### src/design/nfcrs_pkg.sv
// ----------------------------------------------------------------------------
// nfcrs_pkg
// Shared types, constants and helpers of the nearest free cell ring search.
// ----------------------------------------------------------------------------
package nfcrs_pkg;

    // grid limits and ring count
    localparam int MAX_WIDTH  = 64;
    localparam int MAX_HEIGHT = 64;
    localparam int MAX_RADIUS = 10;

    // field and internal widths
    localparam int IN_W  = 9;                           // cell_x / cell_y ports
    localparam int C_W   = 10;                          // ring coordinates, signed
    localparam int DIM_W = 7;                           // map_width / map_height
    localparam int R_W   = $clog2(MAX_RADIUS + 1);
    localparam int X_BITS = $clog2(MAX_WIDTH);
    localparam int Y_BITS = $clog2(MAX_HEIGHT);
    localparam int MAP_AW = X_BITS + Y_BITS;
    localparam int MAP_DEPTH = 1 << MAP_AW;
    localparam int APB_AW = 3;
    localparam int APB_DW = 32;

    localparam logic [DIM_W-1:0] MAP_WIDTH_RST  = 7'd64;
    localparam logic [DIM_W-1:0] MAP_HEIGHT_RST = 7'd64;

    // register index, taken from paddr[2]
    localparam logic REG_MAP_WIDTH  = 1'b0;
    localparam logic REG_MAP_HEIGHT = 1'b1;

    // command codes
    localparam logic CMD_WRITE = 1'b0;
    localparam logic CMD_QUERY = 1'b1;

    // result status codes
    localparam logic [1:0] ST_UNCHANGED = 2'd0;
    localparam logic [1:0] ST_MOVED     = 2'd1;
    localparam logic [1:0] ST_FAIL      = 2'd2;

    typedef enum logic [1:0] {
        S_IDLE,
        S_SCAN,
        S_DRAIN
    } state_t;

    typedef enum logic [1:0] {
        PH_CENTER,
        PH_ROW,
        PH_COL
    } phase_t;

    typedef struct packed {
        logic [DIM_W-1:0] w;
        logic [DIM_W-1:0] h;
    } map_size_t;

    typedef struct packed {
        logic load;
        logic advance;
    } ring_ctl_t;

    typedef struct packed {
        logic [C_W-1:0] x;
        logic [C_W-1:0] y;
        logic           in_bounds;
        logic           center;
        logic           last;
    } ring_cand_t;

    // bit C_W-1 is the sign
    function automatic logic in_map(input logic [C_W-1:0] x, input logic [C_W-1:0] y,
                                    input map_size_t sz);
        logic ok_x;
        logic ok_y;
        ok_x = !x[C_W-1] && (x[C_W-2:0] < {{(C_W-1-DIM_W){1'b0}}, sz.w});
        ok_y = !y[C_W-1] && (y[C_W-2:0] < {{(C_W-1-DIM_W){1'b0}}, sz.h});
        return ok_x && ok_y;
    endfunction

    function automatic logic [MAP_AW-1:0] map_addr(input logic [C_W-1:0] x,
                                                   input logic [C_W-1:0] y);
        return {y[Y_BITS-1:0], x[X_BITS-1:0]};
    endfunction

endpackage

### src/design/nfcrs_ring.sv
// ----------------------------------------------------------------------------
// nfcrs_ring
// Ring walker: produces one candidate cell per step, centre first, then the
// square rings outwards, with the in-map check of each candidate.
// ----------------------------------------------------------------------------
module nfcrs_ring (
    input  logic                             clk,
    input  logic                             rst_n,
    input  nfcrs_pkg::ring_ctl_t             ctl,
    input  logic signed [nfcrs_pkg::IN_W-1:0] query_x,
    input  logic signed [nfcrs_pkg::IN_W-1:0] query_y,
    input  nfcrs_pkg::map_size_t             map_size,
    output nfcrs_pkg::ring_cand_t            cand
);

    localparam int C_W = nfcrs_pkg::C_W;
    localparam int R_W = nfcrs_pkg::R_W;

    nfcrs_pkg::phase_t phase_reg, phase_next;
    logic             side_reg, side_next;
    logic [R_W-1:0]   radius_reg, radius_next;
    logic [C_W-1:0]   px_reg, px_next;
    logic [C_W-1:0]   py_reg, py_next;
    logic [C_W-1:0]   cur_x_reg, cur_x_next;
    logic [C_W-1:0]   cur_y_reg, cur_y_next;

    logic [C_W-1:0]   rad;
    logic [C_W-1:0]   base;
    logic [C_W-1:0]   edge_pos;
    logic [C_W-1:0]   x_right;
    logic [C_W-1:0]   y_inner_end;
    logic             ring_end;

    always_ff @(posedge clk or negedge rst_n)
    begin
        if (!rst_n)
        begin
            phase_reg  <= nfcrs_pkg::PH_CENTER;
            side_reg   <= 1'b0;
            radius_reg <= '0;
        end
        else
        begin
            phase_reg  <= phase_next;
            side_reg   <= side_next;
            radius_reg <= radius_next;
        end
    end

    always_ff @(posedge clk)
    begin
        px_reg    <= px_next;
        py_reg    <= py_next;
        cur_x_reg <= cur_x_next;
        cur_y_reg <= cur_y_next;
    end

    assign rad = {{(C_W-R_W){1'b0}}, radius_reg};

    // shared offset adder: ring edge on the fixed axis of this phase
    assign base     = (phase_reg == nfcrs_pkg::PH_ROW) ? py_reg : px_reg;
    assign edge_pos = side_reg ? (base + rad) : (base - rad);

    assign x_right     = px_reg + rad;
    assign y_inner_end = py_reg + rad - C_W'(1);
    assign ring_end    = (phase_reg == nfcrs_pkg::PH_COL) && side_reg
                         && (cur_y_reg == y_inner_end);

    always_comb
    begin
        case (phase_reg)
            nfcrs_pkg::PH_ROW:
            begin
                cand.x = cur_x_reg;
                cand.y = edge_pos;
            end
            nfcrs_pkg::PH_COL:
            begin
                cand.x = edge_pos;
                cand.y = cur_y_reg;
            end
            default:
            begin
                cand.x = px_reg;
                cand.y = py_reg;
            end
        endcase
        cand.in_bounds = nfcrs_pkg::in_map(cand.x, cand.y, map_size);
        cand.center    = (phase_reg == nfcrs_pkg::PH_CENTER);
        cand.last      = ring_end && (radius_reg == R_W'(nfcrs_pkg::MAX_RADIUS));
    end

    always_comb
    begin
        phase_next  = phase_reg;
        side_next   = side_reg;
        radius_next = radius_reg;
        px_next     = px_reg;
        py_next     = py_reg;
        cur_x_next  = cur_x_reg;
        cur_y_next  = cur_y_reg;
        if (ctl.load)
        begin
            px_next     = {query_x[nfcrs_pkg::IN_W-1], query_x};
            py_next     = {query_y[nfcrs_pkg::IN_W-1], query_y};
            phase_next  = nfcrs_pkg::PH_CENTER;
            side_next   = 1'b0;
            radius_next = '0;
        end
        else if (ctl.advance)
        begin
            case (phase_reg)
                nfcrs_pkg::PH_CENTER:
                begin
                    phase_next  = nfcrs_pkg::PH_ROW;
                    radius_next = R_W'(1);
                    cur_x_next  = px_reg - C_W'(1);
                    side_next   = 1'b0;
                end
                nfcrs_pkg::PH_ROW:
                begin
                    side_next = !side_reg;
                    if (side_reg)
                    begin
                        if (cur_x_reg == x_right)
                        begin
                            phase_next = nfcrs_pkg::PH_COL;
                            cur_y_next = py_reg - rad + C_W'(1);
                        end
                        else
                        begin
                            cur_x_next = cur_x_reg + C_W'(1);
                        end
                    end
                end
                nfcrs_pkg::PH_COL:
                begin
                    side_next = !side_reg;
                    if (ring_end)
                    begin
                        phase_next  = nfcrs_pkg::PH_ROW;
                        radius_next = radius_reg + R_W'(1);
                        cur_x_next  = px_reg - rad - C_W'(1);
                    end
                    else if (side_reg)
                    begin
                        cur_y_next = cur_y_reg + C_W'(1);
                    end
                end
                default: ;
            endcase
        end
    end

endmodule

### config.mk
export PLATFORM = sky130hd
export DESIGN_NAME = nfcrs_ring
export DESIGN_NICKNAME = d
export VERILOG_FILES = /design/src/design/nfcrs_pkg.sv /design/src/design/nfcrs_ring.sv
export SDC_FILE = /design/constraint.sdc
export NUM_CORES = 1
export LEC_CHECK = 0
export ABC_AREA = 0
export BUFFER_PORTS_ARGS = -buffer_cell sky130_fd_sc_hd__buf_4
export CORE_MARGIN = 3
export CORE_UTILIZATION = 55
export CTS_CLUSTER_SIZE = 24
export DETAILED_ROUTE_END_ITERATION = 8
export PLACE_DENSITY_LB_ADDON = 0.3
export RECOVER_POWER = 50
export SLEW_MARGIN = 20
export SYNTH_ARGS = -nofsm -noshare
export SYNTH_HDL_FRONTEND = slang
export SYNTH_SLANG_ARGS = --single-unit
### constraint.sdc
create_clock -name clk -period 5.21 [get_ports clk]
set_clock_uncertainty 0.2 [all_clocks]
set_input_delay 0 -clock clk [delete_from_list [all_inputs] [get_ports clk]]
set_output_delay 0 -clock clk [all_outputs]
set_load 0.02 [all_outputs]
==> summary.md <==
| Metric | Value |
|---|---|
| Share of cells above drive strength 1 | `0.149` |
| Final wirelength | `13900 microns` |
| Fin cells | `772` |
| Area grow syn2layout | `15.4%` |
| CP Class | `flop to output port` |
| YS warnings | `0` |
| Max FO, Critical Path | `21` |
| Total of max-cap violations | `1` |
| Vias in the first global route | `4525` |
| Commonest non-fill, non-tap cell in the layout | `ha_1` |
| DR iter-0 viols | `249` |
| Dpl cells | `739` |
| Mean Syn Cell Area | `8.63 sq um` |
| Worst slew margin | `0.000215` |
| Post-placement cell area | `5620 sq um` |
| Crit end category | `output port` |
| Cell family with most CP delay | `compound AO/OA/AOI/OAI gates` |
| Worst-Margin Slew | `1.50 ns` |
| Post-Syn Instances | `598` |
| # IOs | `59` |
| Drt drc | `0` |
| WL/cell | `18.1 microns` |
| Pre-Repair DR Iteration Count | `5` |
| Crit path buf inv count | `3` |
| Fin area | `5960 sq um` |
| CTS tree | `yes` |
| Largest stage delay, worst path | `0.43 ns` |
| Data arrival time of the critical path | `4.67 ns` |
| Largest net degree at the start of global routing | `41` |
| ANT nets after route | `0` |
| Max frequency | `205 MHz` |
| Slowest stage cell, crit path | `dfrtp_1` |
| Async SR Flop Fraction | `0.156` |
| Synthesized area | `5160 sq um` |
| Outcome | `finished with violations` |
| Crit path required time | `5.01 ns` |
| Routability cong. | `0.973` |
| Startpoint type of the worst setup path | `flop` |
| Initial antenna violation count | `0` |
| Fin crit share | `0.935` |
| CTS Buf Count | `5` |
| Pwr dens | `216 nW/um^2` |
| Post-synth net total | `699` |
| Unrepaired setup endpoints after global routing | `no` |
| CTS Buffer Depth | `2` |
| Sink Count | `45` |
| Hold Path Class | `input port to flop` |
| Most frequent cells in the layout | `58 x ha_1, 57 x inv_1, 52 x xnor2_1` |
| Vias per cell | `6.02` |
| Hold slack | `0.223 ns` |
| Fin nets | `764` |
| Post-synth top flop | `edfxtp_1` |
| Synth area leader | `edfxtp_1` |
| Crit path time final | `4.87 ns` |
| Htree depth | `2` |
| Final setup vio count | `0` |
| Clk Latency, worst-skew pair | `0.30 ns` |
| Final slew viol count | `0` |
| Total gr overflow | `0` |
| First-pass GRT wire length | `22800 microns` |
| Fin. Hold Viols | `0` |
| Core area | `8930 sq um` |
| VDD IR max | `0.115 mV` |
| Synthesized flop and latch total | `45` |
| Number of synthesized flops with an enable pin | `38` |
| Total die area | `10600 sq um` |
| Clock root cell | `clkbuf_8` |
| Proportion of synthesized chip area in sequential cells | `0.255` |
| Initial core utilization | `0.578` |
| Routed vias | `4645` |
| Yosys top cell area share | `0.221` |
| Die X | `103 microns` |
| Die height | `103 microns` |
| Clock-pin transition on the worst setup and hold timing paths | `0.09 ns` |
| DP HPWL | `10600 microns` |
| Cell chain of the critical path | `inv_1 > ha_4 > buf_4 > mux2_2 > ha_1 > o21ai_0 > nor2b_1 > xnor2_1 > a22oi_1 > a21oi_1 > ha_1 > and4_1 > a221oi_1 > nand4_1 > a211oi_1 > o221ai_1 > nor4_2 > buf_4` |
| Violated checks | `max-capacitance violations` |
| Total track usage | `0.272` |
| Top post-synthesis cells by area | `edfxtp_1 22%, ha_1 15%, xnor2_1 8.8%` |
| Netlist cell types | `64` |
| Setup TNS | `0 ns` |
| LEAKAGE | `2.50 nW` |
| ANT cells | `0` |
| Port-buffer cells | `58` |
| Std-Cell Rows | `34` |
layout make-up:
class                   instances  area (sq um)
repair buffers                 92           729
clock inverters                 3          17.5
well taps                     108           135
clock buffers                   5          68.8
inverters                      58           218
flip-flops and latches         45          1320
multi-input cells             461          3470
fillers                       756          2970
cells by family after synthesis:
logic type / Yosys count / share of synthesized area
xor+xnor: 67 / 0.114
flops: 45 / 0.255
buf+inv: 92 / 0.0787
simple gates: 165 / 0.164
mux: 12 / 0.0254
fa+ha+maj: 65 / 0.165
compound gates: 152 / 0.199
worst paths after layout:
| check | start | end | slack [ns] | cells past startpoint |
|---|---|---|---|---|
| min | query_x[1] | px_reg[1]$_DFFE_PP_ | 0.22 | 2 |
| min reg2reg | phase_reg[1]$_DFFE_PN0P_ | phase_reg[1]$_DFFE_PN0P_ | 0.42 | 1 |
| max reg2reg | radius_reg[0]$_DFFE_PN0P_ | radius_reg[0]$_DFFE_PN0P_ | 0.64 | 16 |
| max in group asynchronous | rst_n | radius_reg[0]$_DFFE_PN0P_ | 4.04 | 3 |
| min in group asynchronous | rst_n | radius_reg[3]$_DFFE_PN0P_ | 0.48 | 3 |
| max | phase_reg[1]$_DFFE_PN0P_ | cand[2] | 0.34 | 18 |
synth_stat cells, drive strengths merged, types with 2 or more instances:
library cell,instances
mux2i,3
xnor2,52
or4,3
and4b,2
o21ai,34
edfxtp,38
and3,10
buf,16
o22ai,3
o21a,2
o31ai,3
o221ai,2
nand3b,2
and4,2
a221oi,21
nand4,6
dfrtp,7
ha,60
a22oi,7
nand3,21
clkbuf,18
nor4,4
a21oi,40
o21bai,6
fa,5
mux2,9
nor3,10
nor2b,13
inv,58
nand2,36
nand2b,4
a31oi,5
xor2,15
a21o,15
a2111oi,2
or3,3
nor3b,2
nor2,41
a211oi,3
what timing repair did:
item,in CTS,in global routing
hold buffers,23,0
endpoints found under the setup margin,0,1
buffers inserted,0,2
gates resized for setup,0,8
hold endpoints to repair,49,0
layer usage:
layer  vias to the layer above  wire length (microns)  global-route usage
met4                         0                    295              0.0827
met2                       186                   6310               0.432
met3                        27                    870              0.0284
met5                         -                      0                   0
met1                      2170                   6470               0.389
li1                       2262                      -                   -
through the flow:
| step | util | power (mW) | setup WS (ns) |
|---|---|---|---|
| 6_report | 0.667 | 1.28 | 0.340 |
| 2_1_floorplan | - | 0.880 | 0.0918 |
| 3_3_place_gp | 0.629 | 1.03 | 0.646 |
| 5_1_grt | 0.667 | 1.37 | 0.00351 |
| 4_1_cts | 0.665 | 1.28 | 0.202 |
| 3_5_place_dp | 0.629 | 1.05 | 0.560 |
where the power goes:
part           total (mW)  leakage, nW  switching (mW)  internal (mW)
clock               0.220       0.0455           0.126         0.0931
sequential          0.458        0.452          0.0372          0.421
combinational       0.607         2.00           0.338          0.269
total                1.28         2.50           0.502          0.783
(Power assumes the default switching activity.)
