<file path="src/design/nfcrs_pkg.sv">
// ----------------------------------------------------------------------------
// nfcrs_pkg
// Shared types, constants and helpers of the nearest free cell ring search.
// ----------------------------------------------------------------------------
package nfcrs_pkg;

    // grid limits and ring count
    localparam int MAX_WIDTH  = 64;
    localparam int MAX_HEIGHT = 64;
    localparam int MAX_RADIUS = 10;

    // field and internal widths
    localparam int IN_W  = 9;                           // cell_x / cell_y ports
    localparam int C_W   = 10;                          // ring coordinates, signed
    localparam int DIM_W = 7;                           // map_width / map_height
    localparam int R_W   = $clog2(MAX_RADIUS + 1);
    localparam int X_BITS = $clog2(MAX_WIDTH);
    localparam int Y_BITS = $clog2(MAX_HEIGHT);
    localparam int MAP_AW = X_BITS + Y_BITS;
    localparam int MAP_DEPTH = 1 << MAP_AW;
    localparam int APB_AW = 3;
    localparam int APB_DW = 32;

    localparam logic [DIM_W-1:0] MAP_WIDTH_RST  = 7'd64;
    localparam logic [DIM_W-1:0] MAP_HEIGHT_RST = 7'd64;

    // register index, taken from paddr[2]
    localparam logic REG_MAP_WIDTH  = 1'b0;
    localparam logic REG_MAP_HEIGHT = 1'b1;

    // command codes
    localparam logic CMD_WRITE = 1'b0;
    localparam logic CMD_QUERY = 1'b1;

    // result status codes
    localparam logic [1:0] ST_UNCHANGED = 2'd0;
    localparam logic [1:0] ST_MOVED     = 2'd1;
    localparam logic [1:0] ST_FAIL      = 2'd2;

    typedef enum logic [1:0] {
        S_IDLE,
        S_SCAN,
        S_DRAIN
    } state_t;

    typedef enum logic [1:0] {
        PH_CENTER,
        PH_ROW,
        PH_COL
    } phase_t;

    typedef struct packed {
        logic [DIM_W-1:0] w;
        logic [DIM_W-1:0] h;
    } map_size_t;

    typedef struct packed {
        logic load;
        logic advance;
    } ring_ctl_t;

    typedef struct packed {
        logic [C_W-1:0] x;
        logic [C_W-1:0] y;
        logic           in_bounds;
        logic           center;
        logic           last;
    } ring_cand_t;

    // bit C_W-1 is the sign
    function automatic logic in_map(input logic [C_W-1:0] x, input logic [C_W-1:0] y,
                                    input map_size_t sz);
        logic ok_x;
        logic ok_y;
        ok_x = !x[C_W-1] && (x[C_W-2:0] < {{(C_W-1-DIM_W){1'b0}}, sz.w});
        ok_y = !y[C_W-1] && (y[C_W-2:0] < {{(C_W-1-DIM_W){1'b0}}, sz.h});
        return ok_x && ok_y;
    endfunction

    function automatic logic [MAP_AW-1:0] map_addr(input logic [C_W-1:0] x,
                                                   input logic [C_W-1:0] y);
        return {y[Y_BITS-1:0], x[X_BITS-1:0]};
    endfunction

endpackage

</file>
<file path="src/design/nfcrs_regs.sv">
// ----------------------------------------------------------------------------
// nfcrs_regs
// APB register file holding the map size, with clamping to the grid limits.
// ----------------------------------------------------------------------------
module nfcrs_regs (
    input  logic                            clk,
    input  logic                            rst_n,
    input  logic                            psel,
    input  logic                            penable,
    input  logic                            pwrite,
    input  logic [nfcrs_pkg::APB_AW-1:0]    paddr,
    input  logic [nfcrs_pkg::APB_DW-1:0]    pwdata,
    output logic [nfcrs_pkg::APB_DW-1:0]    prdata,
    output logic                            pready,
    output nfcrs_pkg::map_size_t            map_size
);

    logic [nfcrs_pkg::DIM_W-1:0] map_width_reg;
    logic [nfcrs_pkg::DIM_W-1:0] map_height_reg;
    logic                        wr_en;

    assign wr_en  = psel && penable && pwrite;
    assign pready = 1'b1;

    always_ff @(posedge clk or negedge rst_n)
    begin
        if (!rst_n)
        begin
            map_width_reg  <= nfcrs_pkg::MAP_WIDTH_RST;
            map_height_reg <= nfcrs_pkg::MAP_HEIGHT_RST;
        end
        else if (wr_en)
        begin
            case (paddr[2])
                nfcrs_pkg::REG_MAP_WIDTH:  map_width_reg  <= pwdata[nfcrs_pkg::DIM_W-1:0];
                nfcrs_pkg::REG_MAP_HEIGHT: map_height_reg <= pwdata[nfcrs_pkg::DIM_W-1:0];
                default: ;
            endcase
        end
    end

    always_comb
    begin
        case (paddr[2])
            nfcrs_pkg::REG_MAP_WIDTH:
                prdata = {{(nfcrs_pkg::APB_DW-nfcrs_pkg::DIM_W){1'b0}}, map_width_reg};
            nfcrs_pkg::REG_MAP_HEIGHT:
                prdata = {{(nfcrs_pkg::APB_DW-nfcrs_pkg::DIM_W){1'b0}}, map_height_reg};
            default:
                prdata = '0;
        endcase
    end

    // sizes above the grid limit act as the limit
    assign map_size.w = ({1'b0, map_width_reg} > (nfcrs_pkg::DIM_W+1)'(nfcrs_pkg::MAX_WIDTH))
                        ? nfcrs_pkg::DIM_W'(nfcrs_pkg::MAX_WIDTH) : map_width_reg;
    assign map_size.h = ({1'b0, map_height_reg} > (nfcrs_pkg::DIM_W+1)'(nfcrs_pkg::MAX_HEIGHT))
                        ? nfcrs_pkg::DIM_W'(nfcrs_pkg::MAX_HEIGHT) : map_height_reg;

endmodule

</file>
<file path="config.mk">
export PLATFORM = sky130hd
export DESIGN_NAME = nfcrs_regs
export DESIGN_NICKNAME = d
export VERILOG_FILES = /design/src/design/nfcrs_pkg.sv /design/src/design/nfcrs_regs.sv
export SDC_FILE = /design/constraint.sdc
export NUM_CORES = 1
export LEC_CHECK = 0
export ABC_CLOCK_PERIOD_IN_PS = 950
export BUFFER_PORTS_ARGS = -buffer_cell sky130_fd_sc_hd__buf_4
export CORE_MARGIN = 2
export CORE_UTILIZATION = 30
export DETAILED_ROUTE_END_ITERATION = 12
export PLACE_DENSITY = 0.65
export SYNTH_ARGS = -nofsm -noshare
export SYNTH_HDL_FRONTEND = slang
export SYNTH_SLANG_ARGS = --single-unit
</file>
<file path="constraint.sdc">
create_clock -name clk -period 0.95 [get_ports clk]
set_input_delay 0.095 -clock clk [delete_from_list [all_inputs] [get_ports clk]]
set_output_delay 0.095 -clock clk [all_outputs]
set_load 0.03 [all_outputs]
</file>
==> results of run 1 <==
-- metal layers --
metal  global-route usage  share of wire  vias to the layer above
met4               0.0487         0.0085                        0
met3               0.0240          0.076                        2
met5                    0              0                        -
met2                0.199           0.52                       44
li1                     -              -                      305
met1                0.143           0.40                      308
-- how the worst min path moves through the flow --
stage | startpoint | to | slack (ns) | cells after the start
floorplan | rst_n | map_height_reg[0] | -0.20 | 0
global placement | rst_n | map_width_reg[5] | -0.05 | 1
detailed placement | rst_n | map_height_reg[5] | -0.05 | 1
CTS | pwdata[3] | map_height_reg[3] | 0.05 | 2
global route | pwdata[3] | map_height_reg[3] | 0.04 | 2
finish | pwdata[3] | map_height_reg[3] | 0.06 | 2
-- report_power, final --
part,leakage (µW),switching [µW],internal (µW)
Combinational,0.000520,866,816
Clock,0.0000138,170,147
Sequential,0.000165,106,743
-- repair_timing --
item	in CTS	in global routing
endpoints found under the setup margin	21	21
setup buffers	4	2
hold buffers	1	0
endpoints found under the hold margin	14	0
resized for setup	13	12
-- stage by stage --
stage | setup TNS [ns] | total power [µW] | cells | setup slack [ns] | area, µm²
floorplan | 0 | 1800 | 104 | 0.0275 | 1010
global placement | -0.346 | 2250 | 149 | -0.0403 | 1180
detailed placement | -0.453 | 2280 | 149 | -0.0437 | 1180
CTS | -6.21 | 2760 | 157 | -0.351 | 1290
global route | -7.01 | 3020 | 159 | -0.395 | 1360
finish | -5.95 | 2850 | 159 | -0.353 | 1360
-- cell usage in the layout (no fill, tap or decap) --
cell	count
buf_12	3
buf_4	30
buf_6	14
clkbuf_4	3
conb_1	26
dfrtp_1	12
dfstp_2	2
dlygate4sd3_1	1
mux2_2	16
mux2_4	5
nand4_2	1
nand4b_4	1
nor2b_1	7
nor2b_2	3
nor2b_4	2
-- logic make-up after synthesis --
kind of cell	synth area share
buffers and inverters	0.232
DFF	0.383
muxes	0.256
other	0.00814
and+or+nand+nor	0.121
-- final cells by class --
| type | instances | area, µm² | area share |
|---|---|---|---|
| clock buffer | 3 | 22.5 | 0.0166 |
| sequential | 14 | 353 | 0.260 |
| tap | 33 | 41.3 | 0.0304 |
| multi-input combinational | 61 | 487 | 0.359 |
| timing repair buffer | 48 | 453 | 0.334 |
==> results.cfg, run 1 <==
[status]
status = finished, violations left
violations = negative setup slack

[layout]
fill_cells = 296
area_delta_synth_final_pct = 47.1
diodes = 0
drive_gt1_frac = 0.635
final_nets = 168
utilization = 0.455

[timing]
max_clock_freq_ghz = 0.768
clock_skew_ns = 0
period_needed_ns = 1.30
finalHoldViolCount = 0
rsz0062_at_grt = true
finalCritPeriodShare = 1.37
drv_slew = 0
worst_slack_ns = -0.353
setup_viol = 22
hold_slack_ns = 0.0579

[logic_synthesis]
synthArstFlopShare = 1.00
synth.ff_latch_count = 14
yosysMostFrequentCell = buf_4
synth_ff_type = dfrtp_1
synth_edf_count = 0
synth_top_cell_area_share = 0.326
synth.avg_cell_area_um2 = 11.5
synthTopCellsByArea = dfrtp_1, mux2_2, buf_4
synthTopCellsByCount = buf_4, mux2_2, dfrtp_1, nor2b_1
ys_types = 10
yosysWarningCount = 0
synth-seq-area-share = 0.383
syn_area_um2 = 922
synth_top_cell_by_area = dfrtp_1
postSynthCellCount = 80

[clock_tree]
cts_buffer_depth = 2
cts_max_level = 1
clkTransAtPathRegs_ns = 0.08
clock_latency_ns = 0.27
cts_buffers = 3
cts.sinks = 14
cts_tree = yes
cts_root_buf = clkbuf_4

[floorplan]
rows = 20
fp.dieH_um = 59.4
design.core.area_mm2 = 0.00298
dieArea_mm2 = 0.00353
ios = 87
initial_core_util = 0.310
dieWidth_um = 59.4

[pwr]
cellLeakagePower_uw = 0.000699
powerDensity_mw_per_mm2 = 2100
peakVddDrop_mv = 1.02

[flow_run]
maxCapViolations = 0

[detailed_routing]
drt_iter0_markers = 4
via_count = 659
via_per_inst = 4.14
ant_nets = 0
dr.pass1.iters = 3
drc_errors = 0
wl_mm = 1.89
wl_per_cell_um = 11.9

[setup_path]
critical-path-max-stage-delay_ns = 0.60
cp_top_family = flip-flops
timing.rr.end = map_width_reg[4]
worst_ep_arrival_time_ns = 1.21
r2r_start = map_width_reg[4]
crit_chain = buf_12 > nor2b_1 > buf_4
crit_cells = 3
cp_slowest_cell = dfstp_2
reg2reg_slack_ns = -0.05
cp-start-kind = flip-flop
r2r_cells = 3
path_buf_inv = 2
cp-end-kind = output pin
worstSetupStartpoint = map_height_reg[6]
crit_fanout = 5
required_ns = 0.85
endpoint = map_size[4]
critPathKind = flip-flop to output pin

[placed_design]
place.gp.congestion = 0.597
io_buffers = 33
hpwl_mm = 1.47

[global_route]
grt_pass1_wl_mm = 3.04
overflow = 0
grt_pass1_vias = 696
antenna_found_initial = 0
grt_max_degree = 15
track_usage = 0.117

[worst_hold_path]
holdCritPathClass = input port to flip-flop
Note: power is estimated with default switching activity, not from simulation.
==> run 2: changes to the inputs <==
Settings changed: ABC_AREA set to 1.
==> run 2 against run 1 <==
The flow still finishes with violations (negative setup slack). Worst hold slack worse by 0.026 ns. Clock power up 34%. First-iteration DRC count rose to 8.8 times the previous value. Via count up 30%. Setup slack worse by 0.074 ns. Cell area up 13%. Non-clock buffer count down 2. Area after synthesis up 1.1%. Synthesized cell count up 61%. Maximum frequency down 5.4%. Register-to-register slack better by 0.09 ns. Largest power group unchanged. Highest routed layer unchanged.
==> results.cfg, run 2 <==
[global_route]
antenna_found_initial = 0
grt_pass1_vias = 776
grt_max_degree = 17
grt_pass1_wl_mm = 3.35
overflow = 0
track_usage = 0.125

[clock_tree]
clock_latency_ns = 0.28
cts_tree = yes
cts_root_buf = clkbuf_4
cts.sinks = 14
cts_buffers = 3
clkTransAtPathRegs_ns = 0.08
cts_buffer_depth = 2
cts_max_level = 1

[logic_synthesis]
synth_edf_count = 0
synth.ff_latch_count = 14
yosysMostFrequentCell = buf_4
synthTopCellsByCount = buf_4, nand2_1, o21ai_0
synth-seq-area-share = 0.379
postSynthCellCount = 129
ys_types = 14
synthTopCellsByArea = dfrtp_1, buf_4, o21ai_0
synth_top_cell_area_share = 0.322
syn_area_um2 = 932
synth_ff_type = dfrtp_1
synth_top_cell_by_area = dfrtp_1
yosysWarningCount = 0
synthArstFlopShare = 1.00
synth.avg_cell_area_um2 = 7.23

[layout]
diodes = 0
fin_area_mm2 = 0.00153
layout_common_cells = conb_1, buf_4, buf_6
area_delta_synth_final_pct = 64.2
final_nets = 211
layout_commonest_cell = conb_1
drive_gt1_frac = 0.518
stdcell_count = 203

[placed_design]
place_area_mm2 = 0.00128
place.gp.congestion = 0.797
hpwl_mm = 1.72
dp_slack_ns = -0.208
dp_cells = 196
io_buffers = 33

[detailed_routing]
ant_nets = 0
dr.pass1.iters = 2
wl_per_cell_um = 10.9
via_per_inst = 4.22
drc_errors = 0
wl_mm = 2.21
drt_iter0_markers = 35
via_count = 857

[floorplan]
initial_core_util = 0.310
rows = 20
dieArea_mm2 = 0.00357
ios = 87
fp.dieH_um = 59.7
dieWidth_um = 59.7
design.core.area_mm2 = 0.00300

[timing]
period_needed_ns = 1.38
hold_slack_ns = 0.0323
drv_slew = 0
clock_skew_ns = 0
finalHoldViolCount = 0
setup_viol = 21
worst_slack_ns = -0.427
rsz0062_at_grt = true
finalCritPeriodShare = 1.45
max_clock_freq_ghz = 0.726
setup_tns_ns = -6.62

[pwr]
p_switching_uw = 1380
cellLeakagePower_uw = 0.000725
p_clk_frac = 0.136
seq_power_share = 0.264
internal_power_uw = 1740
pwr-share-comb = 0.600
powerDensity_mw_per_mm2 = 2040
peakVddDrop_mv = 0.682
netSwitchingFraction = 0.443

[setup_path]
required_ns = 0.85
critPathKind = flip-flop to output pin
worst_ep_arrival_time_ns = 1.28
crit_fanout = 3
cp-start-kind = flip-flop
cp-end-kind = output pin

[worst_hold_path]
holdCritPathClass = input port to flip-flop

[status]
violations = negative setup slack
status = finished, violations left

[flow_run]
maxCapViolations = 0
[run 2: critical path, cell delays in order (launching register included)]
cell and delay [ns]:
dfrtp_1 0.40, nor2_1 0.12, nand3_2 0.18, a21oi_4 0.17
buf_6 0.14
[run 2: metal layers]
| metal | GRT usage | vias up | part of all wire |
|---|---|---|---|
| li1 | - | 431 | - |
| met1 | 0.153 | 389 | 0.41 |
| met2 | 0.213 | 35 | 0.53 |
| met3 | 0.0281 | 2 | 0.052 |
| met4 | 0.0476 | 0 | 0.0086 |
| met5 | 0 | - | 0 |
[run 2: power by group through the flow]
stage	Combinational (µW)	Sequential (µW)	Clock, µW
after floorplan	1130	799	0
after global placement	1520	811	0
after detailed placement	1530	816	0
after CTS	1760	817	441
after global routing	2000	839	465
final	1880	824	425
[run 2: kinds of logic after synthesis]
logic type	share of synthesized area
DFF	0.379
AOI/OAI and AO/OA	0.150
buffers and inverters	0.301
and+or+nand+nor	0.162
other	0.00806
[run 2: final timing paths]
| check | start | end | slack [ns] | depth (start not counted) |
|---|---|---|---|---|
| max in group asynchronous | rst_n | map_height_reg[6] | 0.51 | 2 |
| worst min register to register | map_width_reg[6] | map_width_reg[6] | 0.55 | 2 |
| worst max-delay path | map_height_reg[5] | map_size[2] | -0.43 | 4 |
| worst min-delay path | pwdata[1] | map_width_reg[1] | 0.03 | 3 |
| worst max register to register | map_height_reg[6] | map_height_reg[6] | 0.04 | 3 |
| min in group asynchronous | rst_n | map_width_reg[3] | 0.20 | 2 |
[run 2: through the flow]
step	power, µW	util
finish	3130	0.510
floorplan	1930	-
global placement	2330	0.428
detailed placement	2350	0.428
global route	3300	0.510
CTS	3020	0.483
[run 2: layout make-up]
cell class	instances	area [µm²]
fillers	296	1470
multi-input cells	92	569
clock buffers	4	36.3
repair buffers	46	475
flip-flops and latches	14	353
well taps	33	41.3
inverters	14	55.1
[run 2: timing repair]
| item | 4_1_cts | 5_1_grt |
|---|---|---|
| gates resized for setup | 34 | 20 |
| setup buffers | 0 | 3 |
| hold endpoints to repair | 14 | 0 |
| endpoints found under the setup margin | 21 | 22 |
| pin swaps | 10 | 1 |
| hold buffers | 1 | 0 |
